===== src/rtl/core/fpi_pkg.sv =====
// Shared widths, register indexes and payload types for the feedforward interpolator.
// No dependencies; imported by fpi_div, feedforward_pwm_interpolator and fpi_checker.
`default_nettype none

package fpi_pkg;

    localparam int POINTS    = 4;
    localparam int REG_W     = 15;
    localparam int CFG_IDX_W = 3;
    localparam int TARGET_W  = 16;
    localparam int MAG_W     = 16;
    localparam int DRIVE_W   = 16;
    localparam int NUM_W     = 2 * REG_W;
    localparam int DIV_STEPS = REG_W;

    typedef enum logic [CFG_IDX_W-1:0] {
        REG_SPEED_0 = 3'd0,
        REG_SPEED_1 = 3'd1,
        REG_SPEED_2 = 3'd2,
        REG_SPEED_3 = 3'd3,
        REG_DRIVE_0 = 3'd4,
        REG_DRIVE_1 = 3'd5,
        REG_DRIVE_2 = 3'd6,
        REG_DRIVE_3 = 3'd7
    } cfg_reg_t;

    // carried alongside the division
    typedef struct packed {
        logic [REG_W-1:0] base;
        logic             q_neg;
        logic             neg;
        logic             clamp;
    } fpi_side_t;

endpackage

`default_nettype wire


===== src/rtl/core/feedforward_pwm_interpolator.sv =====
// Feedforward interpolator: signed target speed to signed drive over a four-point table.
// Throughput: one request per cycle while the output is not stalled;
// depth is set by the 15-stage divider pipeline.
// A stalled output back-pressures stage by stage; empty stages keep filling.
// Reset (async, active low) empties the pipeline and clears the table to zero.
`default_nettype none

module feedforward_pwm_interpolator
    import fpi_pkg::*;
#(
    parameter bit FEEDFORWARD_ON = 1'b1
)
(
    input  wire logic                       clk,
    input  wire logic                       rst_n,
    input  wire logic                       cfg_write,
    input  wire logic [CFG_IDX_W-1:0]       cfg_index,
    input  wire logic [REG_W-1:0]           cfg_data,
    input  wire logic                       in_valid,
    output logic                            in_stall,
    input  wire logic signed [TARGET_W-1:0] target_speed,
    output logic                            out_valid,
    input  wire logic                       out_stall,
    output logic signed [DRIVE_W-1:0]       drive_value,
    output logic                            clamped
);

    logic [REG_W-1:0] speed_reg [POINTS];
    logic [REG_W-1:0] drive_reg [POINTS];

    // configuration table
    always_ff @(posedge clk or negedge rst_n)
    begin
        if (!rst_n)
        begin
            for (int i = 0; i < POINTS; i++)
            begin
                speed_reg[i] <= '0;
                drive_reg[i] <= '0;
            end
        end
        else if (cfg_write)
        begin
            unique case (cfg_reg_t'(cfg_index))
                REG_SPEED_0: speed_reg[0] <= cfg_data;
                REG_SPEED_1: speed_reg[1] <= cfg_data;
                REG_SPEED_2: speed_reg[2] <= cfg_data;
                REG_SPEED_3: speed_reg[3] <= cfg_data;
                REG_DRIVE_0: drive_reg[0] <= cfg_data;
                REG_DRIVE_1: drive_reg[1] <= cfg_data;
                REG_DRIVE_2: drive_reg[2] <= cfg_data;
                REG_DRIVE_3: drive_reg[3] <= cfg_data;
                default:     drive_reg[3] <= drive_reg[3];
            endcase
        end
    end

    // stage handshake
    logic rdy_a, rdy_b, rdy_c, rdy_d, rdy_e, rdy_f;
    logic div_in_ready, div_out_valid;

    logic                       a_valid_reg;
    logic signed [TARGET_W-1:0] a_target_reg;

    logic             b_valid_reg;
    logic             b_neg_reg, b_le0_reg, b_ge3_reg, b_le1_reg, b_le2_reg, b_clamp_reg;
    logic [MAG_W-1:0] b_mag_reg;
    logic             b_neg_next;
    logic [MAG_W-1:0] b_mag_next;

    logic             c_valid_reg;
    fpi_side_t        c_side_reg, c_side_next;
    logic [REG_W-1:0] c_a_reg, c_span_reg, c_dd_reg;
    logic [REG_W-1:0] c_a_next, c_span_next, c_dd_next;

    logic             d_valid_reg;
    logic [NUM_W-1:0] d_num_reg;
    logic [REG_W-1:0] d_den_reg;
    fpi_side_t        d_side_reg;

    logic [REG_W-1:0] div_quot;
    fpi_side_t        div_side;

    logic                      e_valid_reg;
    logic signed [DRIVE_W-1:0] e_sum_reg, e_sum_next;
    logic                      e_neg_reg, e_clamp_reg;

    logic                      out_valid_reg;
    logic signed [DRIVE_W-1:0] drive_value_reg, drive_value_next;
    logic                      clamped_reg;

    assign rdy_f    = !out_valid_reg || !out_stall;
    assign rdy_e    = !e_valid_reg || rdy_f;
    assign rdy_d    = !d_valid_reg || div_in_ready;
    assign rdy_c    = !c_valid_reg || rdy_d;
    assign rdy_b    = !b_valid_reg || rdy_c;
    assign rdy_a    = !a_valid_reg || rdy_b;
    assign in_stall = !rdy_a;

    // sign and magnitude; the table compares are made on the magnitude in stage b
    always_comb
    begin
        b_neg_next = a_target_reg[TARGET_W-1];
        b_mag_next = b_neg_next ? MAG_W'(-a_target_reg) : MAG_W'(a_target_reg);
    end

    // segment select, offsets and slope
    always_comb
    begin
        logic [REG_W-1:0] lo, hi, d0, d1;
        logic [REG_W:0]   dd;
        logic [MAG_W-1:0] off;
        lo = speed_reg[2];
        hi = speed_reg[3];
        d0 = drive_reg[2];
        d1 = drive_reg[3];
        if (b_le1_reg)
        begin
            lo = speed_reg[0];
            hi = speed_reg[1];
            d0 = drive_reg[0];
            d1 = drive_reg[1];
        end
        else if (b_le2_reg)
        begin
            lo = speed_reg[1];
            hi = speed_reg[2];
            d0 = drive_reg[1];
            d1 = drive_reg[2];
        end
        off          = b_mag_reg - {1'b0, lo};
        dd           = {1'b0, d1} - {1'b0, d0};
        c_span_next  = hi - lo;
        c_a_next     = off[REG_W-1:0];
        c_dd_next    = dd[REG_W] ? REG_W'(-dd) : dd[REG_W-1:0];
        c_side_next.base  = d0;
        c_side_next.q_neg = dd[REG_W];
        c_side_next.neg   = b_neg_reg;
        c_side_next.clamp = b_clamp_reg;
        // end points and empty segments: end-point or left value, nothing to divide
        if (b_le0_reg || b_ge3_reg || c_span_next == '0)
        begin
            c_a_next    = '0;
            c_span_next = REG_W'(1);
            if (b_le0_reg)
                c_side_next.base = drive_reg[0];
            else if (b_ge3_reg)
                c_side_next.base = drive_reg[POINTS-1];
        end
    end

    always_comb
    begin
        e_sum_next = div_side.q_neg
                   ? DRIVE_W'({1'b0, div_side.base} - {1'b0, div_quot})
                   : DRIVE_W'({1'b0, div_side.base} + {1'b0, div_quot});
    end

    always_comb
    begin
        drive_value_next = e_neg_reg ? -e_sum_reg : e_sum_reg;
        if (!FEEDFORWARD_ON)
            drive_value_next = '0;
    end

    always_ff @(posedge clk or negedge rst_n)
    begin
        if (!rst_n)
        begin
            a_valid_reg   <= 1'b0;
            b_valid_reg   <= 1'b0;
            c_valid_reg   <= 1'b0;
            d_valid_reg   <= 1'b0;
            e_valid_reg   <= 1'b0;
            out_valid_reg <= 1'b0;
        end
        else
        begin
            if (rdy_a)
                a_valid_reg <= in_valid;
            if (rdy_b)
                b_valid_reg <= a_valid_reg;
            if (rdy_c)
                c_valid_reg <= b_valid_reg;
            if (rdy_d)
                d_valid_reg <= c_valid_reg;
            if (rdy_e)
                e_valid_reg <= div_out_valid;
            if (rdy_f)
                out_valid_reg <= e_valid_reg;
        end
    end

    always_ff @(posedge clk)
    begin
        if (rdy_a && in_valid)
            a_target_reg <= target_speed;
        if (rdy_b && a_valid_reg)
        begin
            b_neg_reg   <= b_neg_next;
            b_mag_reg   <= b_mag_next;
            b_le0_reg   <= b_mag_next <= {1'b0, speed_reg[0]};
            b_le1_reg   <= b_mag_next <= {1'b0, speed_reg[1]};
            b_le2_reg   <= b_mag_next <= {1'b0, speed_reg[2]};
            b_ge3_reg   <= b_mag_next >= {1'b0, speed_reg[POINTS-1]};
            b_clamp_reg <= (b_mag_next < {1'b0, speed_reg[0]})
                        || (b_mag_next > {1'b0, speed_reg[POINTS-1]});
        end
        if (rdy_c && b_valid_reg)
        begin
            c_side_reg <= c_side_next;
            c_a_reg    <= c_a_next;
            c_span_reg <= c_span_next;
            c_dd_reg   <= c_dd_next;
        end
        if (rdy_d && c_valid_reg)
        begin
            d_num_reg  <= NUM_W'(c_a_reg) * NUM_W'(c_dd_reg);
            d_den_reg  <= c_span_reg;
            d_side_reg <= c_side_reg;
        end
        if (rdy_e && div_out_valid)
        begin
            e_sum_reg   <= e_sum_next;
            e_neg_reg   <= div_side.neg;
            e_clamp_reg <= div_side.clamp;
        end
        if (rdy_f && e_valid_reg)
        begin
            drive_value_reg <= drive_value_next;
            clamped_reg     <= FEEDFORWARD_ON ? e_clamp_reg : 1'b0;
        end
    end

    fpi_div u_div (
        .clk       (clk),
        .rst_n     (rst_n),
        .in_valid  (d_valid_reg),
        .in_ready  (div_in_ready),
        .num       (d_num_reg),
        .den       (d_den_reg),
        .in_side   (d_side_reg),
        .out_valid (div_out_valid),
        .out_ready (rdy_e),
        .quot      (div_quot),
        .out_side  (div_side)
    );

    assign out_valid   = out_valid_reg;
    assign drive_value = drive_value_reg;
    assign clamped     = clamped_reg;

endmodule

`default_nettype wire


===== src/rtl/core/fpi_div.sv =====
// Pipelined restoring divider, one quotient bit per stage, side data alongside.
// Depends on fpi_pkg. Requires num < den * 2**REG_W.
`default_nettype none

module fpi_div
    import fpi_pkg::*;
(
    input  wire logic             clk,
    input  wire logic             rst_n,
    input  wire logic             in_valid,
    output logic                  in_ready,
    input  wire logic [NUM_W-1:0] num,
    input  wire logic [REG_W-1:0] den,
    input  wire fpi_side_t        in_side,
    output logic                  out_valid,
    input  wire logic             out_ready,
    output logic [REG_W-1:0]      quot,
    output fpi_side_t             out_side
);

    logic             valid_reg [DIV_STEPS];
    logic [REG_W-1:0] rem_reg   [DIV_STEPS];
    logic [REG_W-1:0] shq_reg   [DIV_STEPS];
    logic [REG_W-1:0] den_reg   [DIV_STEPS];
    fpi_side_t        side_reg  [DIV_STEPS];

    logic             src_valid [DIV_STEPS];
    logic [REG_W-1:0] src_rem   [DIV_STEPS];
    logic [REG_W-1:0] src_shq   [DIV_STEPS];
    logic [REG_W-1:0] src_den   [DIV_STEPS];
    fpi_side_t        src_side  [DIV_STEPS];

    logic             ready     [DIV_STEPS+1];

    assign ready[DIV_STEPS] = out_ready;
    assign in_ready         = ready[0];
    assign out_valid        = valid_reg[DIV_STEPS-1];
    assign quot             = shq_reg[DIV_STEPS-1];
    assign out_side         = side_reg[DIV_STEPS-1];

    for (genvar k = 0; k < DIV_STEPS; k++) begin : g_step
        logic [REG_W:0]   trial;
        logic [REG_W+1:0] diff;
        logic [REG_W-1:0] rem_next;
        logic [REG_W-1:0] shq_next;

        if (k == 0) begin : g_first
            assign src_valid[k] = in_valid;
            assign src_rem[k]   = num[NUM_W-1:REG_W];
            assign src_shq[k]   = num[REG_W-1:0];
            assign src_den[k]   = den;
            assign src_side[k]  = in_side;
        end
        else begin : g_rest
            assign src_valid[k] = valid_reg[k-1];
            assign src_rem[k]   = rem_reg[k-1];
            assign src_shq[k]   = shq_reg[k-1];
            assign src_den[k]   = den_reg[k-1];
            assign src_side[k]  = side_reg[k-1];
        end

        assign ready[k] = !valid_reg[k] || ready[k+1];

        always_comb
        begin
            trial = {src_rem[k], src_shq[k][REG_W-1]};
            diff  = {1'b0, trial} - {2'b00, src_den[k]};
            if (!diff[REG_W+1])
            begin
                rem_next = diff[REG_W-1:0];
                shq_next = {src_shq[k][REG_W-2:0], 1'b1};
            end
            else
            begin
                rem_next = trial[REG_W-1:0];
                shq_next = {src_shq[k][REG_W-2:0], 1'b0};
            end
        end

        always_ff @(posedge clk or negedge rst_n)
        begin
            if (!rst_n)
                valid_reg[k] <= 1'b0;
            else if (ready[k])
                valid_reg[k] <= src_valid[k];
        end

        always_ff @(posedge clk)
        begin
            if (ready[k] && src_valid[k])
            begin
                rem_reg[k]  <= rem_next;
                shq_reg[k]  <= shq_next;
                den_reg[k]  <= src_den[k];
                side_reg[k] <= src_side[k];
            end
        end
    end

endmodule

`default_nettype wire


===== config.mk =====
export PLATFORM = sky130hd
export DESIGN_NAME = feedforward_pwm_interpolator
export DESIGN_NICKNAME = d
export VERILOG_FILES = /design/src/rtl/core/fpi_pkg.sv /design/src/rtl/core/feedforward_pwm_interpolator.sv /design/src/rtl/core/fpi_div.sv
export SDC_FILE = /design/constraint.sdc
export NUM_CORES = 2
export LEC_CHECK = 0
export ABC_AREA = 1
export BUFFER_PORTS_ARGS = -buffer_cell sky130_fd_sc_hd__buf_2
export CAP_MARGIN = 10
export CORE_AREA = 2 2 339 341
export DETAILED_ROUTE_END_ITERATION = 8
export DIE_AREA = 0 0 341 343
export PLACE_DENSITY = 0.76
export SYNTH_ARGS = -nofsm -noshare
export SYNTH_HDL_FRONTEND = slang
export SYNTH_SLANG_ARGS = --single-unit
export TNS_END_PERCENT = 50

===== constraint.sdc =====
create_clock -name clk -period 5.4 [get_ports clk]
set_clock_uncertainty 0.2 [all_clocks]
set_input_delay 0 -clock clk [delete_from_list [all_inputs] [get_ports clk]]
set_output_delay 0 -clock clk [all_outputs]
set_load 0.02 [all_outputs]

======== Word-level counts from Yosys, hierarchy flattened ========
Memory sizes are Yosys's and may differ from the RTL's.
Index checks and enable logic that the tools add are counted.
storage, ports and cells
  flip-flop bits (word level) ............. 339
  bits in writable memories ............... 945
  input bits .............................. 39
  word-level logic and storage cells ...... 249
  memories ................................ 4
memories
  name            words  bits a word  rd ports  clocked after Yosys merged registers in  write ports  RTL line       source
  u_div.side_reg  15     18           15        0                                        15           fpi_div.sv:25  fpi_side_t side_reg [DIV_STEPS];
  u_div.den_reg   15     15           14        0                                        15           fpi_div.sv:24  logic [REG_W-1:0] den_reg [DIV_STEPS];
  u_div.rem_reg   15     15           14        0                                        15           fpi_div.sv:22  logic [REG_W-1:0] rem_reg [DIV_STEPS];
  u_div.shq_reg   15     15           15        0                                        15           fpi_div.sv:23  logic [REG_W-1:0] shq_reg [DIV_STEPS];
operators by class
  $add $sub $neg .......................... 23
  $mul .................................... 1
  magnitude comparators ................... 6
  eq/ne operators ......................... 7
  mux-type cells .......................... 75
  reductions and logical operators ........ 78
operators with widths
  operator                                                                number
  15-bit two-way mux                                                      27
  16-bit by 15-bit subtractor with 17-bit output                          15
  16-bit by 15-bit less-or-equal comparator with 1-bit output             3
  16-bit two-way mux                                                      3
  1-bit two-way mux                                                       45
  16-bit negation                                                         2
  15-bit by 15-bit subtractor with 16-bit output                          2
  15-bit by 15-bit multiplier with 30-bit output                          1
  15-bit subtractor                                                       2
  1-bit logical OR                                                        24
  1-bit zero test                                                         23
  1-bit logical AND                                                       21
  15-bit by 15-bit adder with 16-bit output                               1
  16-bit by 15-bit greater-or-equal comparator with 1-bit output          1
  16-bit by 15-bit greater-than comparator with 1-bit output              1
  16-bit by 15-bit < comparator with 1-bit output                         1
  2-bit AND reduction                                                     8
  15-bit zero test                                                        1
  15-bit negation                                                         1
  3-bit equality test (second input constant)                             4
  3-bit by 2-bit equality test with 1-bit output (second input constant)  2
  3-bit by 1-bit equality test with 1-bit output (second input constant)  1
  3-bit zero test                                                         1

======== Logic depth before layout (Yosys ltp) ========
  depth in word-level cells ............... 23
  gate-level depth with buffers ........... 27
  depth with buffers taken out ............ 26

======== Hierarchy ========
A second synthesis with hierarchy kept.
unflattened totals
  cell total of the unflattened synthesis .. 6278
  area total of the unflattened synthesis .. 67005.5 um2
modules (own cells, without submodules)
  module                        instances  cells an instance  area each (um2)  sequential area each (um2)
  fpi_div                       1          3144               40974.3          27851.7
  feedforward_pwm_interpolator  1          3134               26031.2          9098.7

======== Least setup slack after synthesis ========
Ideal clock, no wire load.
  path type ............................... register to register
  start point ............................. register c_a_reg[14]
  end point ............................... register d_num_reg[28] (data pin)
  data arrival time ....................... 5283 ps
  data required time ...................... 4924 ps
  path slack .............................. -358 ps
  cell stages (with the launch flop) ...... 26
  path buffers ............................ 1
  clock period less this slack ............ 5758 ps
  cells stage by stage .................... edfxtp_1 clkbuf_1 nand2_1 inv_1 fa_1 inv_1 fa_1 inv_1 fa_1 fa_1 fa_1 inv_1 fa_1 inv_1 ha_1 nand2_1 inv_1 nand2_1 nor3_1 nand4_1 nand3_1 nand2_1 o211ai_1 nand2_1 o311ai_0 xor2_1
between the ends
  cells in the longest elaborated chain, start to end .. 1
RTL lines
  item                                            RTL line                             source
  start, declared                                 feedforward_pwm_interpolator.sv:73   logic [REG_W-1:0] c_a_reg, c_span_reg, c_dd_reg;
  start signal, assigned                          feedforward_pwm_interpolator.sv:212  c_a_reg <= c_a_next;
  15-bit by 15-bit multiplier with 30-bit output  feedforward_pwm_interpolator.sv:218  d_num_reg <= NUM_W'(c_a_reg) * NUM_W'(c_dd_reg);
  end signal, assigned                            feedforward_pwm_interpolator.sv:218
  end, declared                                   feedforward_pwm_interpolator.sv:77   logic [NUM_W-1:0] d_num_reg;
Every way passes these cells.
A chain may end at the register's enable or synchronous reset.

======== Worst setup path in the final report ========
  start point ............................. register c_a_reg[5]
  end point ............................... register d_num_reg[28] (data pin)
The elaborated chain is that of the path after synthesis.

==> summary.md <==
| Metric | Value |
|---|---|
| Outcome | `finished with violations` |
| Failing checks | `negative setup slack` |
| Hold_ws | `63.44 ps` |
| Launch point of the worst reg-to-reg path | `c_a_reg[5]` |
| Clk buf depth | `3` |
| Area Overhead vs Synth | `13.73%` |
| Layout cells sized above 1 | `12.16%` |
| Minimum clock period | `5809 ps` |
| Core area | `113400 um2` |
| Crit path from | `c_a_reg[5]` |
| Post-route setup slack | `-409.0 ps` |
| Post-Route WL | `136.4 mm` |
| Overall Global Routing Usage | `23.75%` |
| Worst-path fanout max | `5` |
| Synth Flop Type | `edfxtp_1` |
| Final ANT Viol Nets | `0` |
| Num rows | `124` |
| Worst slew margin | `27.92%` |
| Clk slew on worst S/H paths | `70 ps` |
| Die Y | `343 um` |
| Starting DRT DRC Count | `2774` |
| Yosys Warn Count | `0` |
| CP startpoint kind | `flip-flop` |
| Dpl hpwl | `97.54 mm` |
| Min-Delay Path Class | `primary input to flip-flop` |
| Critical path endpoint category | `flip-flop` |
| Critical path's most frequent cell | `fa_1` |
| Worst path max stage delay | `570 ps` |
| Cells after Synth | `5862` |
| Top cells by count, synth | `1133 x nand2_1, 1113 x edfxtp_1, 926 x inv_1` |
| Async SR Flop Fraction | `11.24%` |
| # DRC | `0` |
| Register area share after synthesis | `56.64%` |
| Die footprint | `117000 um2` |
| WS Path Type | `flip-flop to flip-flop` |
| Synth area leaders | `edfxtp_1 51%, ha_1 8.4%, nand2_1 6.5%, fa_1 5.7%, dfrtp_1 5.4%` |
| Post-synth EDFFs | `1113` |
| CP Data Arrival Time | `6080 ps` |
| Final-report hold violation count | `0` |
| Post-synth top area cell | `edfxtp_1` |
| First-pass GRT wire length | `219.5 mm` |
| Clk Latency, worst-skew pair | `750 ps` |
| Top Ports | `58` |
| I/O Buffers | `57` |
| Vias in the first global route | `42890` |
| Reg2reg path depth | `23` |
| Fin nets | `6864` |
| GR Overflow Total | `0` |
| Initial antenna violation count | `1` |
| CTS tree | `done` |
| Worst-margin pin slew | `1079 ps` |
| Mean number of vias per cell | `5.382` |
| Cell count of the worst hold path | `4` |
| Netlist cell types | `58` |
| Yosys top cell area share | `51.23%` |
| TritonCTS Buffers | `132` |
| Root Buffer | `clkbuf_16` |
| Final setup fails | `20` |
| Mean Syn Cell Area | `11.13 um2` |
| Mapped Area | `65240 um2` |
| RSZ-0062 raised after global routing | `true` |
| Final period util | `107.6%` |
| Via count | `42090` |
| DRT Pass-1 Iters | `6` |
| Slowest CP cell | `fa_1` |
| Syn nets | `6526` |
| Clock sinks | `1254` |
| HP Start | `cfg_data[12]` |
| FF+latch count, synth | `1254` |
| Die width | `341 um` |
| Critical Path Stages | `23` |
| Fmax | `0.1721 GHz` |
| Final Max Slew Viols | `0` |
| Critical Path RT | `5670 ps` |
| Final RePlAce weighted congestion | `0.8965` |
| Top-count cell post-synth | `nand2_1` |
| H-tree lvl count | `4` |
| Max-cap violations | `0` |
| Pin count of the biggest net entering global routing | `66` |
| CP bufs+invs | `5` |
| Critical path's top delay family | `adder cells` |
| Average wire per standard cell | `17.45 um` |
| Number of flip-flops in the largest register | `270` |
| Starting Density | `57.53%` |
| CP cell instances | `buf_6 -> nand2_1 -> fa_1 -> fa_1 -> fa_1 -> inv_1 -> fa_1 -> fa_1 -> inv_2 -> fa_1 -> inv_2 -> ha_4 -> nand2_2 -> inv_2 -> nand2_2 -> nor3_4 -> nand4_1 -> nand3_4 -> nand2_2 -> o211ai_1 -> nand2_1 -> o311ai_2 -> xor2_1` |
[final timing paths]
check	end	slack, ps
max	d_num_reg[28]	-410
max reg2reg	d_num_reg[28]	-410
max in group asynchronous	speed_reg[59]	4020
min in group asynchronous	out_valid	180
min reg2reg	u_div.shq_reg[3][43]	200
min	drive_reg[12]	60
[cell families (layout without fill, tap and decap cells)]
family	count (synthesis)	count (layout)	share of synthesized area, %
other	0	1	0
AO/OA/AOI/OAI	1012	1012	8.879
XOR/XNOR	283	283	3.799
flip-flops	1254	1254	56.64
AND/OR/NAND/NOR	1628	1628	10.23
adder cells (fa/ha/maj)	625	625	14.11
buffers and inverters	1060	1505	6.342
[worst min-delay path: stages]
cell and delay [ps]:
dlygate4sd3_1 530, buf_2 100, inv_1 160, a21oi_1 170
[routing by layer]
layer | up-vias | GRT usage, % | part of all wire, %
li1 | 20400 | - | -
met1 | 20270 | 27.60 | 39
met2 | 1065 | 43.71 | 53
met3 | 354 | 3.191 | 3.9
met4 | 0 | 10.67 | 4.3
met5 | - | 0 | 0
[layout by cell type, fill, tap and decap left out, types with 46 or more instances in the layout]
cell           count
a21oi_1          372
buf_2             56
buf_4            168
clkbuf_16        133
dfrtp_1          141
dlygate4sd3_1     72
edfxtp_1        1113
fa_1             182
ha_1             428
inv_1            888
inv_2             46
nand2_1         1109
nand3_1          110
nor2_1           200
nor3_1            49
o21ai_0          384
o21ai_2           85
xnor2_1          124
xor2_1           156
[area by class of cell]
cell class / count / area [um2]
well taps: 1512 / 1892
repair buffers: 324 / 2599
clock buffers: 155 / 3431
diodes: 1 / 2.502
flip-flops and latches: 1254 / 36950
inverters: 940 / 3541
clock inverters: 86 / 1049
multi-input cells: 3548 / 24740
fillers: 8325 / 39220
[through the flow]
step | utilization (%) | TNS (ps) | instances | worst slack, ps | area [um2]
3_5_place_dp | 60.14 | -4953 | 7463 | -449.4 | 68200
3_3_place_gp | 60.14 | -4470 | 7463 | -422.6 | 68200
5_1_grt | 65.42 | -8702 | 7819 | -625.5 | 74200
2_1_floorplan | - | -275.1 | 5862 | -105.9 | 65440
4_1_cts | 65.11 | -4690 | 7805 | -420.7 | 73840
6_report | 65.42 | -4924 | 7820 | -409.0 | 74200
[what timing repair did]
item / CTS / global route
pin swaps: 18 / 30
setup buffers: 29 / 16
hold endpoints to repair: 324 / 0
resized for setup: 60 / 80
hold buffers: 73 / 0
setup endpoints to repair: 18 / 21
Power is left out: the tool's default activity adds up to more than one toggle a clock period on the data nets, which glitch-free logic cannot reach.
